<file path="config.mk">
export PLATFORM = sky130hd
export DESIGN_NAME = chained_frame_transfer_control
export DESIGN_NICKNAME = d
export VERILOG_FILES = /design/src/rtl/core/cftc_pkg.sv /design/src/rtl/core/cftc_front.sv /design/src/rtl/core/cftc_queue.sv /design/src/rtl/core/cftc_back.sv /design/src/rtl/core/chained_frame_transfer_control.sv
export SDC_FILE = /design/constraint.sdc
export NUM_CORES = 1
export LEC_CHECK = 0
export ABC_AREA = 1
export BUFFER_PORTS_ARGS = -buffer_cell sky130_fd_sc_hd__buf_2
export CAP_MARGIN = 0
export CORE_MARGIN = 5
export CORE_UTILIZATION = 40
export DETAILED_ROUTE_END_ITERATION = 7
export HOLD_SLACK_MARGIN = 0.15
export PLACE_DENSITY_LB_ADDON = 0.05
export SYNTH_ARGS = -nofsm -noshare
export SYNTH_HDL_FRONTEND = slang
export SYNTH_SLANG_ARGS = --single-unit
</file>
<file path="constraint.sdc">
create_clock -name clock -period 5.1 [get_ports clock]
set_clock_uncertainty 0.05 [all_clocks]
set_input_delay 0.255 -clock clock [delete_from_list [all_inputs] [get_ports clock]]
set_output_delay 0.255 -clock clock [all_outputs]
set_load 0.01 [all_outputs]
</file>
<file path="src/rtl/core/cftc_pkg.sv">
// ----------------------------------------------------------------------------
// cftc_pkg: shared types and constants of the chained frame transfer control
// Action codes, phases, front-end operation codes and the command word that
// travels from the front end through the queue to the back end.
// ----------------------------------------------------------------------------
`default_nettype none

package cftc_pkg;

   localparam int LEN_BITS  = 16;   // width of lengths and buffer offsets
   localparam int CNT_BITS  = 8;    // width of a header length or frame size
   localparam int MAX_FRAME = 254;  // largest transmit frame in bytes
   localparam int CHAIN_BIT = 7;    // chain flag position in the first header byte
   localparam int QDEPTH    = 2;    // words held between front and back end
   localparam int QPTR_BITS = $clog2(QDEPTH);
   localparam int QCNT_BITS = $clog2(QDEPTH + 1);

   typedef logic [LEN_BITS-1:0] len_type;
   typedef logic [CNT_BITS-1:0] cnt_type;

   // Input word kinds
   localparam logic [1:0] KIND_START   = 2'd0;
   localparam logic [1:0] KIND_HEADER  = 2'd1;
   localparam logic [1:0] KIND_PAYLOAD = 2'd2;

   typedef enum logic [2:0] {
      ACT_SEND    = 3'd0,
      ACT_WAIT    = 3'd1,
      ACT_PAYLOAD = 3'd2,
      ACT_HEADER  = 3'd3,
      ACT_DONE    = 3'd4,
      ACT_COMM    = 3'd5,
      ACT_OVER    = 3'd6,
      ACT_UNEXP   = 3'd7
   } action_type;

   typedef enum logic [1:0] {
      PH_IDLE    = 2'd0,
      PH_HEADER  = 2'd1,
      PH_PAYLOAD = 2'd2
   } phase_type;

   typedef enum logic [2:0] {
      OP_START    = 3'd0,
      OP_HDR_WAIT = 3'd1,
      OP_HDR_NEXT = 3'd2,
      OP_HDR_DATA = 3'd3,
      OP_PAY_DONE = 3'd4,
      OP_OTHER    = 3'd5
   } op_type;

   typedef struct packed {
      op_type  op;
      logic    chain;
      cnt_type hlen;
      len_type tx_length;
      len_type rx_capacity;
   } cmd_type;

   typedef struct packed {
      logic full;
      logic valid;
   } qstat_type;

endpackage

`default_nettype wire

</file>
<file path="src/rtl/core/cftc_front.sv">
// ----------------------------------------------------------------------------
// cftc_front: input word classifier
// Turns the kind and header bytes of an input word into one operation code.
// ----------------------------------------------------------------------------
`default_nettype none

module cftc_front (
   input  wire logic [1:0]              kind,
   input  wire cftc_pkg::len_type       tx_length,
   input  wire cftc_pkg::len_type       rx_capacity,
   input  wire logic [7:0]              header_first,
   input  wire logic [7:0]              header_second,
   output cftc_pkg::cmd_type            cmd
);

   logic chain;

   assign chain = header_first[cftc_pkg::CHAIN_BIT];

   always_comb begin
      cmd             = '0;
      cmd.chain       = chain;
      cmd.hlen        = header_second;
      cmd.tx_length   = tx_length;
      cmd.rx_capacity = rx_capacity;
      unique case (kind)
         cftc_pkg::KIND_START: begin
            cmd.op = cftc_pkg::OP_START;
         end
         cftc_pkg::KIND_HEADER: begin
            if (header_second != '0) begin
               cmd.op = cftc_pkg::OP_HDR_DATA;
            end else if (chain) begin
               cmd.op = cftc_pkg::OP_HDR_NEXT;
            end else begin
               cmd.op = cftc_pkg::OP_HDR_WAIT;
            end
         end
         cftc_pkg::KIND_PAYLOAD: begin
            cmd.op = cftc_pkg::OP_PAY_DONE;
         end
         default: begin
            cmd.op = cftc_pkg::OP_OTHER;
         end
      endcase
   end

endmodule

`default_nettype wire

</file>
<file path="src/rtl/core/cftc_queue.sv">
// ----------------------------------------------------------------------------
// cftc_queue: command queue
// Short first-in first-out store of classified words between front and back.
// ----------------------------------------------------------------------------
`default_nettype none

module cftc_queue (
   input  wire logic                  clock,
   input  wire logic                  reset,
   input  wire logic                  push,
   input  wire cftc_pkg::cmd_type     push_cmd,
   input  wire logic                  pop,
   output cftc_pkg::cmd_type          head_cmd,
   output cftc_pkg::qstat_type        stat
);

   cftc_pkg::cmd_type                   slot_ff [cftc_pkg::QDEPTH];
   logic [cftc_pkg::QPTR_BITS-1:0]      wr_ptr_ff, wr_ptr_in;
   logic [cftc_pkg::QPTR_BITS-1:0]      rd_ptr_ff, rd_ptr_in;
   logic [cftc_pkg::QCNT_BITS-1:0]      count_ff, count_in;
   logic                                do_push, do_pop;

   assign stat.full  = (count_ff == cftc_pkg::QCNT_BITS'(cftc_pkg::QDEPTH));
   assign stat.valid = (count_ff != '0);
   assign do_push    = push && !stat.full;
   assign do_pop     = pop && stat.valid;
   assign head_cmd   = slot_ff[rd_ptr_ff];

   // advance pointers with wrap at the queue depth
   always_comb begin
      wr_ptr_in = wr_ptr_ff;
      rd_ptr_in = rd_ptr_ff;
      count_in  = count_ff;
      if (do_push) begin
         wr_ptr_in = (wr_ptr_ff == cftc_pkg::QPTR_BITS'(cftc_pkg::QDEPTH - 1))
                     ? '0 : wr_ptr_ff + 1'b1;
      end
      if (do_pop) begin
         rd_ptr_in = (rd_ptr_ff == cftc_pkg::QPTR_BITS'(cftc_pkg::QDEPTH - 1))
                     ? '0 : rd_ptr_ff + 1'b1;
      end
      if (do_push && !do_pop) begin
         count_in = count_ff + 1'b1;
      end else if (do_pop && !do_push) begin
         count_in = count_ff - 1'b1;
      end
   end

   always_ff @(posedge clock) begin
      if (reset) begin
         wr_ptr_ff <= '0;
         rd_ptr_ff <= '0;
         count_ff  <= '0;
      end else begin
         wr_ptr_ff <= wr_ptr_in;
         rd_ptr_ff <= rd_ptr_in;
         count_ff  <= count_in;
      end
   end

   always_ff @(posedge clock) begin
      if (do_push) begin
         slot_ff[wr_ptr_ff] <= push_cmd;
      end
   end

endmodule

`default_nettype wire

</file>
<file path="src/rtl/core/cftc_back.sv">
// ----------------------------------------------------------------------------
// cftc_back: transfer sequencer
// Carries out one queued command per cycle, while the output is free or
// being read, against the transfer state and registers the result word.
// ----------------------------------------------------------------------------
`default_nettype none

module cftc_back (
   input  wire logic                  clock,
   input  wire logic                  reset,
   input  wire cftc_pkg::qstat_type   qstat,
   input  wire cftc_pkg::cmd_type     cmd,
   output logic                       pop,
   output logic                       out_valid,
   input  wire logic                  out_ready,
   output cftc_pkg::action_type       out_action,
   output cftc_pkg::len_type          out_offset,
   output cftc_pkg::cnt_type          out_count,
   output cftc_pkg::len_type          out_total
);

   localparam cftc_pkg::len_type MAX_LEN = cftc_pkg::LEN_BITS'(cftc_pkg::MAX_FRAME);

   cftc_pkg::phase_type   phase_ff, phase_in;
   cftc_pkg::len_type     send_off_ff, send_off_in;
   cftc_pkg::len_type     send_rem_ff, send_rem_in;
   cftc_pkg::len_type     recv_off_ff, recv_off_in;
   cftc_pkg::len_type     recv_lim_ff, recv_lim_in;
   logic                  more_ff, more_in;

   logic                  out_valid_ff, out_valid_in;
   cftc_pkg::action_type  out_action_ff, act;
   cftc_pkg::len_type     out_offset_ff, off;
   cftc_pkg::cnt_type     out_count_ff, cnt;
   cftc_pkg::len_type     out_total_ff;

   logic                  is_start;
   cftc_pkg::len_type     src_rem, src_off, frame_len;
   logic [cftc_pkg::LEN_BITS:0] recv_end;
   logic                  overflow;

   assign pop = qstat.valid && (!out_valid_ff || out_ready);

   // next transmit frame, from the start word or from the running state
   assign is_start  = (cmd.op == cftc_pkg::OP_START);
   assign src_rem   = is_start ? cmd.tx_length : send_rem_ff;
   assign src_off   = is_start ? '0 : send_off_ff;
   assign frame_len = (src_rem > MAX_LEN) ? MAX_LEN : src_rem;

   assign recv_end = {1'b0, recv_off_ff}
                   + {{(cftc_pkg::LEN_BITS + 1 - cftc_pkg::CNT_BITS){1'b0}}, cmd.hlen};
   assign overflow = recv_end > {1'b0, recv_lim_ff};

   always_comb begin
      phase_in    = phase_ff;
      send_off_in = send_off_ff;
      send_rem_in = send_rem_ff;
      recv_off_in = recv_off_ff;
      recv_lim_in = recv_lim_ff;
      more_in     = more_ff;
      act         = cftc_pkg::ACT_UNEXP;
      off         = '0;
      cnt         = '0;
      unique case (cmd.op)
         cftc_pkg::OP_START: begin
            recv_off_in = '0;
            recv_lim_in = cmd.rx_capacity;
            more_in     = 1'b0;
            send_off_in = src_off + frame_len;
            send_rem_in = src_rem - frame_len;
            phase_in    = cftc_pkg::PH_HEADER;
            act         = cftc_pkg::ACT_SEND;
            off         = src_off;
            cnt         = frame_len[cftc_pkg::CNT_BITS-1:0];
         end
         cftc_pkg::OP_HDR_WAIT: begin
            if (phase_ff == cftc_pkg::PH_HEADER) begin
               act = cftc_pkg::ACT_WAIT;
            end
         end
         cftc_pkg::OP_HDR_NEXT: begin
            if (phase_ff == cftc_pkg::PH_HEADER) begin
               if (send_rem_ff != '0) begin
                  send_off_in = src_off + frame_len;
                  send_rem_in = src_rem - frame_len;
                  act         = cftc_pkg::ACT_SEND;
                  off         = src_off;
                  cnt         = frame_len[cftc_pkg::CNT_BITS-1:0];
               end else begin
                  phase_in = cftc_pkg::PH_IDLE;
                  act      = cftc_pkg::ACT_COMM;
               end
            end
         end
         cftc_pkg::OP_HDR_DATA: begin
            if (phase_ff == cftc_pkg::PH_HEADER) begin
               if (overflow) begin
                  phase_in = cftc_pkg::PH_IDLE;
                  act      = cftc_pkg::ACT_OVER;
               end else begin
                  recv_off_in = recv_end[cftc_pkg::LEN_BITS-1:0];
                  more_in     = cmd.chain;
                  phase_in    = cftc_pkg::PH_PAYLOAD;
                  act         = cftc_pkg::ACT_PAYLOAD;
                  off         = recv_off_ff;
                  cnt         = cmd.hlen;
               end
            end
         end
         cftc_pkg::OP_PAY_DONE: begin
            if (phase_ff == cftc_pkg::PH_PAYLOAD) begin
               if (more_ff) begin
                  phase_in = cftc_pkg::PH_HEADER;
                  act      = cftc_pkg::ACT_HEADER;
               end else begin
                  phase_in = cftc_pkg::PH_IDLE;
                  act      = cftc_pkg::ACT_DONE;
               end
            end
         end
         default: begin
            act = cftc_pkg::ACT_UNEXP;
         end
      endcase
   end

   always_comb begin
      out_valid_in = out_valid_ff;
      if (pop) begin
         out_valid_in = 1'b1;
      end else if (out_ready) begin
         out_valid_in = 1'b0;
      end
   end

   always_ff @(posedge clock) begin
      if (reset) begin
         phase_ff     <= cftc_pkg::PH_IDLE;
         send_off_ff  <= '0;
         send_rem_ff  <= '0;
         recv_off_ff  <= '0;
         recv_lim_ff  <= '0;
         more_ff      <= 1'b0;
         out_valid_ff <= 1'b0;
      end else begin
         out_valid_ff <= out_valid_in;
         if (pop) begin
            phase_ff    <= phase_in;
            send_off_ff <= send_off_in;
            send_rem_ff <= send_rem_in;
            recv_off_ff <= recv_off_in;
            recv_lim_ff <= recv_lim_in;
            more_ff     <= more_in;
         end
      end
   end

   always_ff @(posedge clock) begin
      if (pop) begin
         out_action_ff <= act;
         out_offset_ff <= off;
         out_count_ff  <= cnt;
         out_total_ff  <= recv_off_in;
      end
   end

   assign out_valid  = out_valid_ff;
   assign out_action = out_action_ff;
   assign out_offset = out_offset_ff;
   assign out_count  = out_count_ff;
   assign out_total  = out_total_ff;

endmodule

`default_nettype wire

</file>
<file path="src/rtl/core/chained_frame_transfer_control.sv">
// ----------------------------------------------------------------------------
// chained_frame_transfer_control: chained command/response transfer steering
// Decides, word by word, the next bus action of a chained exchange with a
// secure element: transmit frames, header waits, payload reads, completion.
// ----------------------------------------------------------------------------
// Each request word (start, header arrived, payload read finished) yields
// exactly one response word naming the next action, its buffer offset, its
// byte count and the receive bytes accounted so far. A new request word is
// taken every cycle while the queue is not full: the classifier feeds a
// two-word queue, and the sequencer retires one queued word per cycle into
// its output register while that register is free or being read, so a
// response is held in a queue slot, then in the output register. A start
// word aborts any running transfer. Transmit frames are at most 254 bytes.
`default_nettype none

module chained_frame_transfer_control (
   input  wire logic        clock,
   input  wire logic        reset,
   // request channel
   input  wire logic        req_tvalid,
   output logic             req_tready,
   // tx_length [15:0], rx_capacity [31:16], header_first [39:32],
   // header_second [47:40]
   input  wire logic [47:0] req_tdata,
   // kind [1:0]
   input  wire logic [1:0]  req_tuser,
   // response channel
   output logic             rsp_tvalid,
   input  wire logic        rsp_tready,
   // buffer_offset [15:0], byte_count [23:16], total_received [39:24]
   output logic [39:0]      rsp_tdata,
   // action [2:0]
   output logic [2:0]       rsp_tuser
);

   cftc_pkg::cmd_type     front_cmd;
   cftc_pkg::cmd_type     head_cmd;
   cftc_pkg::qstat_type   qstat;
   logic                  pop;
   cftc_pkg::action_type  out_action;
   cftc_pkg::len_type     out_offset;
   cftc_pkg::cnt_type     out_count;
   cftc_pkg::len_type     out_total;

   // hold requests off only when the queue is full
   assign req_tready = !qstat.full;

   // classify the incoming word
   cftc_front u_front (
      .kind          (req_tuser),
      .tx_length     (req_tdata[15:0]),
      .rx_capacity   (req_tdata[31:16]),
      .header_first  (req_tdata[39:32]),
      .header_second (req_tdata[47:40]),
      .cmd           (front_cmd)
   );

   // decouple acceptance from execution
   cftc_queue u_queue (
      .clock    (clock),
      .reset    (reset),
      .push     (req_tvalid),
      .push_cmd (front_cmd),
      .pop      (pop),
      .head_cmd (head_cmd),
      .stat     (qstat)
   );

   // execute against the transfer state and register the response
   cftc_back u_back (
      .clock      (clock),
      .reset      (reset),
      .qstat      (qstat),
      .cmd        (head_cmd),
      .pop        (pop),
      .out_valid  (rsp_tvalid),
      .out_ready  (rsp_tready),
      .out_action (out_action),
      .out_offset (out_offset),
      .out_count  (out_count),
      .out_total  (out_total)
   );

   assign rsp_tdata = {out_total, out_count, out_offset};
   assign rsp_tuser = out_action;

`ifndef NO_ASSERTIONS
   // a transmit frame never exceeds the frame limit
   assert property (@(posedge clock) disable iff (reset)
      rsp_tvalid && (rsp_tuser == cftc_pkg::ACT_SEND)
      |-> (rsp_tdata[23:16] <= 8'(cftc_pkg::MAX_FRAME)))
      else $error("transmit frame longer than the frame limit");

   // only send and payload actions carry an offset or a count
   assert property (@(posedge clock) disable iff (reset)
      rsp_tvalid && (rsp_tuser != cftc_pkg::ACT_SEND)
      && (rsp_tuser != cftc_pkg::ACT_PAYLOAD)
      |-> (rsp_tdata[23:0] == 24'd0))
      else $error("offset or count set on an action without data");

   // after an accepted word, the response register holds a valid word
   assert property (@(posedge clock) disable iff (reset)
      (req_tvalid && req_tready) ##1 !reset |=> rsp_tvalid)
      else $error("accepted word did not reach the response register");
`endif

endmodule

`default_nettype wire
</file>
==> out/results.tsv, run 1 <==
stage	metric	value	unit
route	detailed-route via count	8303	
place	Buffers on Ports	91	
synth	Synth cell types	50	
cts	Root Buffer	clkbuf_16	
global_routing	GRT overflow	0	
synth	Yosys warning total	0	
sta	Period Utilization, post-route	90.3	%
global_routing	initial antenna violation count	0	
critical_path	slowest stage delay, CP	0.40	ns
synth	EDFF count, synth	131	
cts	Num Clock Sinks	204	
place	Cell Area, Placed	11400	sq um
final_layout	fin nets	1458	
pwr	Clk pwr share	20.1	%
sta	Period minus WS final	4.60	ns
pwr	Switching Fraction	44.4	%
cts	Clk pin slew, worst setup/hold paths	0.06	ns
route	initial DRC count	514	
synth	FF+latch count, synth	204	
floorplanning	Initial Util	40.8	%
pwr	maximum vdd drop	276	uV
pwr	Psw	3.94	mW
pwr	Tot Pwr	8.89	mW
cts	H-tree lvl count	1	
final_layout	Design Area, Final	12700	sq um
sta	Setup-failing EPs final	0	
cts	Clock Tree Buf Depth	3	
status	outcome	finished, final reports clean	
sta	setup TNS	0	ns
critical_path	critical path data arrival time	5.03	ns
final_layout	final cell count without fillers	1714	
cts	postcts setup bufs	0	
pwr	Comb pwr share	50.4	%
sta	Slew @ Worst Pin	0.998	ns
sta	RSZ-0062 raised after global routing	false	
sta	max-slew violation count	0	
floorplanning	die area	30000	sq um
place	final estimated routing congestion in global placement	0.822	
synth	cell area after synthesis	10700	sq um
final_layout	layout cells sized above 1	15.0	%
global_routing	largest net degree at the start of global routing	73	
sta	Slew HR	33.2	%
place	hpwl dp	18.8	mm
floorplanning	Chip Height	173	um
sta	worst setup margin	0.496	ns
final_layout	Synth-to-Final Area Change	19.3	%
floorplanning	Rows	59	
route	DRC violations left	0	
sta	maximum clock rate	217	MHz
route	Routed WL per cell	15.7	um
route	Routed Antenna Nets	0	
place	Placed Cells	1626	
pwr	Leak	5.57	nW
pwr	Power Internal	4.95	mW
place	Place WS	0.445	ns
flow_run	max-cap viol count	0	
pwr	Reg power frac	29.5	%
synth	sequential share of the synthesized area	50.7	%
synth	fraction of registers with async set/reset	0	%
floorplanning	Die X	173	um
route	DR pass1 iterations	5	
sta	Final Hold Fails	0	
cts	CTS tree	built	
synth	Synth Flop Type	edfxtp_1	
global_routing	GRT Overall Usage	17.6	%
final_layout	commonest non-fill, non-tap cell in the layout	nand2_1	
critical_path	Critical Path Start Type	register	
pwr	power per cell area	699	nW/um^2
synth	Avg Cell Area, Syn	8.67	sq um
global_routing	first-pass GRT wire length	43.2	mm
critical_path	largest fanout on the critical path	40	
floorplanning	IO Count	99	
cts	CTS buffer count	24	
critical_path	CP max stage cell	fa_1	
floorplanning	core region area	26100	sq um
critical_path	CP dominant cell by count	nand2_1	
route	total wire length	26.8	mm
critical_path	Setup crit end kind	register	
global_routing	vias in the first global route	7863	
critical_path	Crit path required time	5.52	ns
route	via density per instance	4.84	
min_path	Hold WC Path Type	primary input to register	
synth	Cells after Synth	1228	
critical_path	kind of critical path	register to register	
final_layout	commonest cells after routing, fill and taps aside	nand2_1 (307), inv_1 (136), edfxtp_1 (131)	
cts	clk_lat worst skew	0.54	ns
final_layout	Ant. Diodes	0	
metrics by stage:
| stage | util (%) | hold WS (ns) |
|---|---|---|
| 3_5_place_dp | 43.7 | 0.396 |
| 4_1_cts | 48.6 | 0.152 |
| 2_1_floorplan | - | 0.304 |
| 5_1_grt | 48.6 | 0.158 |
| 3_3_place_gp | 43.7 | 0.386 |
| 6_report | 48.6 | 0.170 |
path summary, 6_finish.rpt:
path / start / end / slack [ns] / cells after the start
hold reg to reg: u_queue.rd_ptr_ff$_SDFFE_PP0P_ / register / 0.39 / 1
setup reg to reg: register / u_back.recv_off_ff[4]$_SDFFE_PP0P_ / 0.50 / 29
setup / recovery: register / u_back.recv_off_ff[4]$_SDFFE_PP0P_ / 0.50 / 29
hold / removal: reset / u_back.out_valid$_SDFFE_PP0P_ / 0.17 / 2
critical path: cells and delay by family, from the launching register on:
family | cells | cell delay, ns
flops | 1 | 0.37
simple gates | 17 | 1.85
compound gates | 2 | 0.37
fa+ha+maj | 3 | 0.87
buf+inv | 6 | 0.74
xor+xnor | 1 | 0.26
kinds of logic (layout without fill, tap and decap cells):
group           Yosys count  in the layout  synth area share (%)
simple gates            548            548                  23.6
compound gates          208            208                  10.4
flops                   204            204                  50.7
buf+inv                 194            339                  7.68
fa+ha+maj                43             43                  5.19
xor+xnor                 29             29                  2.38
other cells               2              8                0.0705
sequential cells by signal, summed over array words and instances (netlist names), 2 cells and up, named ones only:
name	flops
u_queue.slot_ff	88
u_back.out_offset	16
u_back.phase_ff	2
u_back.recv_lim_ff	16
u_queue.count_ff	2
u_back.out_count	8
u_back.out_total	16
u_back.send_off_ff	16
u_back.send_rem_ff	16
u_back.recv_off_ff	16
u_back.out_action	3
cell type report:
cell class | instances | area (sq um)
fillers | 2565 | 13400
flip-flops and latches | 204 | 5400
multi-input cells | 836 | 4490
repair buffers | 151 | 1030
clock buffers | 30 | 643
inverters | 144 | 542
well taps | 335 | 419
clock inverters | 14 | 191
Yosys cell counts, types with 5 or more instances:
| master | n | area (sq um) |
|---|---|---|
| clkbuf_1 | 30 | 113 |
| nand2_2 | 21 | 131 |
| or2_2 | 5 | 31.3 |
| nand3_1 | 58 | 290 |
| inv_2 | 5 | 18.8 |
| o21ai_1 | 8 | 40.0 |
| xnor2_1 | 8 | 70.1 |
| nand2_1 | 307 | 1150 |
| nand2_4 | 11 | 124 |
| nor3_1 | 7 | 35.0 |
| nor2_1 | 89 | 334 |
| o21ai_0 | 101 | 505 |
| dfxtp_1 | 73 | 1460 |
| buf_2 | 8 | 40.0 |
| xor2_1 | 21 | 184 |
| nand4_1 | 18 | 113 |
| ha_1 | 41 | 513 |
| a31oi_1 | 16 | 100 |
| a21oi_1 | 64 | 320 |
| nor4_1 | 9 | 56.3 |
| buf_6 | 8 | 90.1 |
| inv_1 | 137 | 514 |
| nand3b_1 | 5 | 37.5 |
| edfxtp_1 | 131 | 3930 |
layer usage:
layer | vias up | part of all wire, % | track usage, %
met3 | 25 | 4.0 | 2.62
met4 | 0 | 1.8 | 3.53
li1 | 4357 | - | -
met1 | 3775 | 51 | 26.4
met5 | - | 0 | 0
met2 | 146 | 43 | 27.3
what timing repair did:
action                                  4_1_cts  5_1_grt
endpoints found under the setup margin        0       42
resized for setup                             0        1
endpoints found under the hold margin        89        0
hold buffers                                 44        0
power by group through the flow:
| stage | Combinational [mW] | Clock [mW] | Sequential [mW] |
|---|---|---|---|
| after floorplan | 3.31 | 0 | 2.62 |
| after global placement | 4.44 | 0 | 2.64 |
| after detailed placement | 4.47 | 0 | 2.65 |
| after CTS | 4.52 | 1.84 | 2.62 |
| after global routing | 5.09 | 1.90 | 2.67 |
| final | 4.48 | 1.79 | 2.62 |
No activity file was read; power rests on OpenSTA's default activity.
==> inputs of run 2 (changes only) <==
--- a/config.mk
+++ b/config.mk
@@ -5,14 +5,13 @@
 export SDC_FILE = /design/constraint.sdc
 export NUM_CORES = 1
 export LEC_CHECK = 0
-export ABC_AREA = 1
 export BUFFER_PORTS_ARGS = -buffer_cell sky130_fd_sc_hd__buf_2
 export CAP_MARGIN = 0
 export CORE_MARGIN = 5
 export CORE_UTILIZATION = 40
 export DETAILED_ROUTE_END_ITERATION = 7
 export HOLD_SLACK_MARGIN = 0.15
-export PLACE_DENSITY_LB_ADDON = 0.05
+export PLACE_DENSITY = 0.56
 export SYNTH_ARGS = -nofsm -noshare
 export SYNTH_HDL_FRONTEND = slang
 export SYNTH_SLANG_ARGS = --single-unit
==> out/results.tsv, run 2 <==
stage	metric	value	unit
status	outcome	finished, final reports clean	
synth	Synth area leaders	edfxtp_1 (38%), dfxtp_1 (14%), ha_1 (4.9%)	
synth	Avg Cell Area, Syn	10.4	sq um
global_routing	first-pass GRT wire length	42.2	mm
floorplanning	Rows	59	
final_layout	commonest cells after routing, fill and taps aside	edfxtp_1 (131), nand2_1 (94), buf_2 (91)	
global_routing	vias in the first global route	7934	
synth	post-synth top area share	37.7	%
sta	max-slew violation count	0	
floorplanning	die area	29400	sq um
route	Routed Antenna Nets	0	
global_routing	GRT overflow	0	
place	Placed Cells	1434	
synth	post-synthesis mux area share	5.48	%
critical_path	largest fanout on the critical path	8	
cts	Clk pin slew, worst setup/hold paths	0.06	ns
synth	Synth cell types	76	
synth	fraction of registers with async set/reset	0	%
final_layout	fin nets	1270	
critical_path	kind of critical path	register to register	
final_layout	max reg flops	88	
floorplanning	Chip Height	172	um
place	final estimated routing congestion in global placement	0.875	
pwr	power per cell area	505	nW/um^2
sta	Period Utilization, post-route	94.9	%
critical_path	Setup crit end kind	register	
synth	cell area after synthesis	10400	sq um
min_path	hold path start	reset	
place	hpwl dp	18.4	mm
final_layout	final cell count without fillers	1524	
final_layout	Synth-to-Final Area Change	23.0	%
synth	sequential share of the synthesized area	51.7	%
synth	share of synthesized cell area in and, or, nand and nor gates	15.3	%
floorplanning	IO Count	99	
synth	Yosys top cell by area	edfxtp_1	
route	DR pass1 iterations	5	
route	Routed WL per cell	17.2	um
cts	CTS buffer count	23	
cts	Root Buffer	clkbuf_16	
sta	Period minus WS final	4.84	ns
flow_run	max-cap viol count	0	
critical_path	Critical Path Start Type	register	
final_layout	post-layout utilization of the core	49.5	%
synth	EDFF count, synth	131	
final_layout	layout cells sized above 1	19.2	%
final_layout	Top reg by flops	u_queue.slot_ff	
synth	top-count cell post-synth	edfxtp_1	
pwr	Tot Pwr	6.48	mW
synth	most frequent cells after synthesis	edfxtp_1 (131), nand2_1 (94), nor2_1 (90)	
floorplanning	Initial Util	40.3	%
global_routing	initial antenna violation count	0	
global_routing	largest net degree at the start of global routing	61	
route	initial DRC count	419	
final_layout	Ant. Diodes	0	
critical_path	CP max stage cell	or4_1	
cts	H-tree lvl count	1	
final_layout	commonest non-fill, non-tap cell in the layout	edfxtp_1	
sta	Final Hold Fails	0	
route	detailed-route via count	8117	
route	DRC violations left	0	
synth	area share of fa/ha/maj cells after synthesis	5.30	%
synth	fraction of the mapped netlist area in compound gates	16.2	%
floorplanning	Die X	172	um
sta	RSZ-0062 raised after global routing	false	
route	via density per instance	5.33	
synth	largest family of logic cells by synthesized area	compound AO/OA/AOI/OAI gates	
sta	Setup-failing EPs final	0	
place	Buffers on Ports	91	
cts	Clock Tree Buf Depth	3	
cts	Num Clock Sinks	204	
sta	Slew HR	27.6	%
synth	post-synthesis xor/xnor area fraction	2.35	%
cts	CTS tree	built	
synth	Yosys warning total	0	
min_path	Hold WC Path Type	primary input to register	
sta	maximum clock rate	207	MHz
cts	clk_lat worst skew	0.52	ns
critical_path	critical path data arrival time	5.15	ns
floorplanning	core region area	25900	sq um
route	total wire length	26.2	mm
pwr	maximum vdd drop	344	uV
critical_path	critical-path cell list	buf_4 -> mux2_4 -> ha_1 -> o21ai_0 -> nor2_1 -> or4_1 -> a31oi_1 -> xor2_1 -> inv_1 -> ha_1 -> and2_1 -> a221o_1 -> a211o_1 -> o31a_1 -> buf_4 -> nor3_4 -> buf_12 -> mux2_1 -> o21ai_1	
global_routing	GRT Overall Usage	17.8	%
synth	Cells after Synth	1005	
critical_path	slowest stage delay, CP	0.44	ns
synth	Synth Flop Type	edfxtp_1	
sta	Slew @ Worst Pin	1.09	ns
pwr	Leak	4.85	nW
synth	FF+latch count, synth	204	
sta	Worst Hold Slack	0.290	ns
critical_path	Crit path required time	5.41	ns
## run 2: worst max-delay path: cells and delay by family, from the launching register on
family / cells / cell delay, ns
muxes: 2 / 0.65
DFF: 1 / 0.40
adders and majority gates: 2 / 0.59
and+or+nand+nor: 4 / 0.90
AOI/OAI and AO/OA: 6 / 1.31
buffers and inverters: 4 / 0.58
xor gates and xnor gates: 1 / 0.20
## run 2: path summary, 6_finish.rpt
path	to	slack [ns]	cells past startpoint
worst max-delay path	u_back.out_total[13]$_DFFE_PP_	0.26	19
worst min-delay path	u_back.recv_off_ff[10]$_SDFFE_PP0P_	0.29	4
worst max register to register	u_back.out_total[13]$_DFFE_PP_	0.26	19
worst min register to register	u_back.send_rem_ff[6]$_SDFFE_PP0P_	0.41	2
## run 2: area by class of cell
cell class                      instances  area [sq um]
Timing Repair Buffer                  189          1320
Fill cell                            2379         13100
Clock buffer                           30           632
Tap cell                              335           419
Inverter                               40           150
Sequential cell                       204          5400
Multi-Input combinational cell        715          4810
Clock inverter                         11           106
## run 2: power breakdown
group / leakage, nW / switching, mW / internal, mW
logic: 2.65 / 1.53 / 1.02
registers: 1.84 / 0.151 / 2.15
clock network: 0.361 / 0.653 / 0.970
total: 4.85 / 2.34 / 4.14
## run 2: stage by stage
step	setup WS, ns	cell area [sq um]	TNS, ns
finish	0.261	12800	0
global route	0.0247	12800	0
floorplan	-0.238	10600	-6.52
detailed placement	0.000911	11600	0
CTS	0.0121	12800	0
global placement	0.0621	11600	0
## run 2: cells by family after synthesis
| family | count (synthesis) |
|---|---|
| and+or+nand+nor | 329 |
| AOI/OAI and AO/OA | 252 |
| DFF | 204 |
| buffers and inverters | 92 |
| muxes | 55 |
| adders and majority gates | 43 |
| xor gates and xnor gates | 28 |
| other | 2 |
## run 2: metal layers
metal	GRT usage, %	wire length (um)	share of wire (%)
met5	0	0	0
met3	2.57	1350	5.2
met1	25.0	12200	47
met4	4.17	499	1.9
met2	29.3	12100	46
## run 2: what timing repair did
| item | in CTS | in global routing |
|---|---|---|
| pin swaps | 0 | 4 |
| setup buffers | 0 | 4 |
| resized for setup | 1 | 13 |
| endpoints found under the hold margin | 90 | 0 |
| setup endpoints to repair | 8 | 57 |
| hold buffers | 45 | 0 |
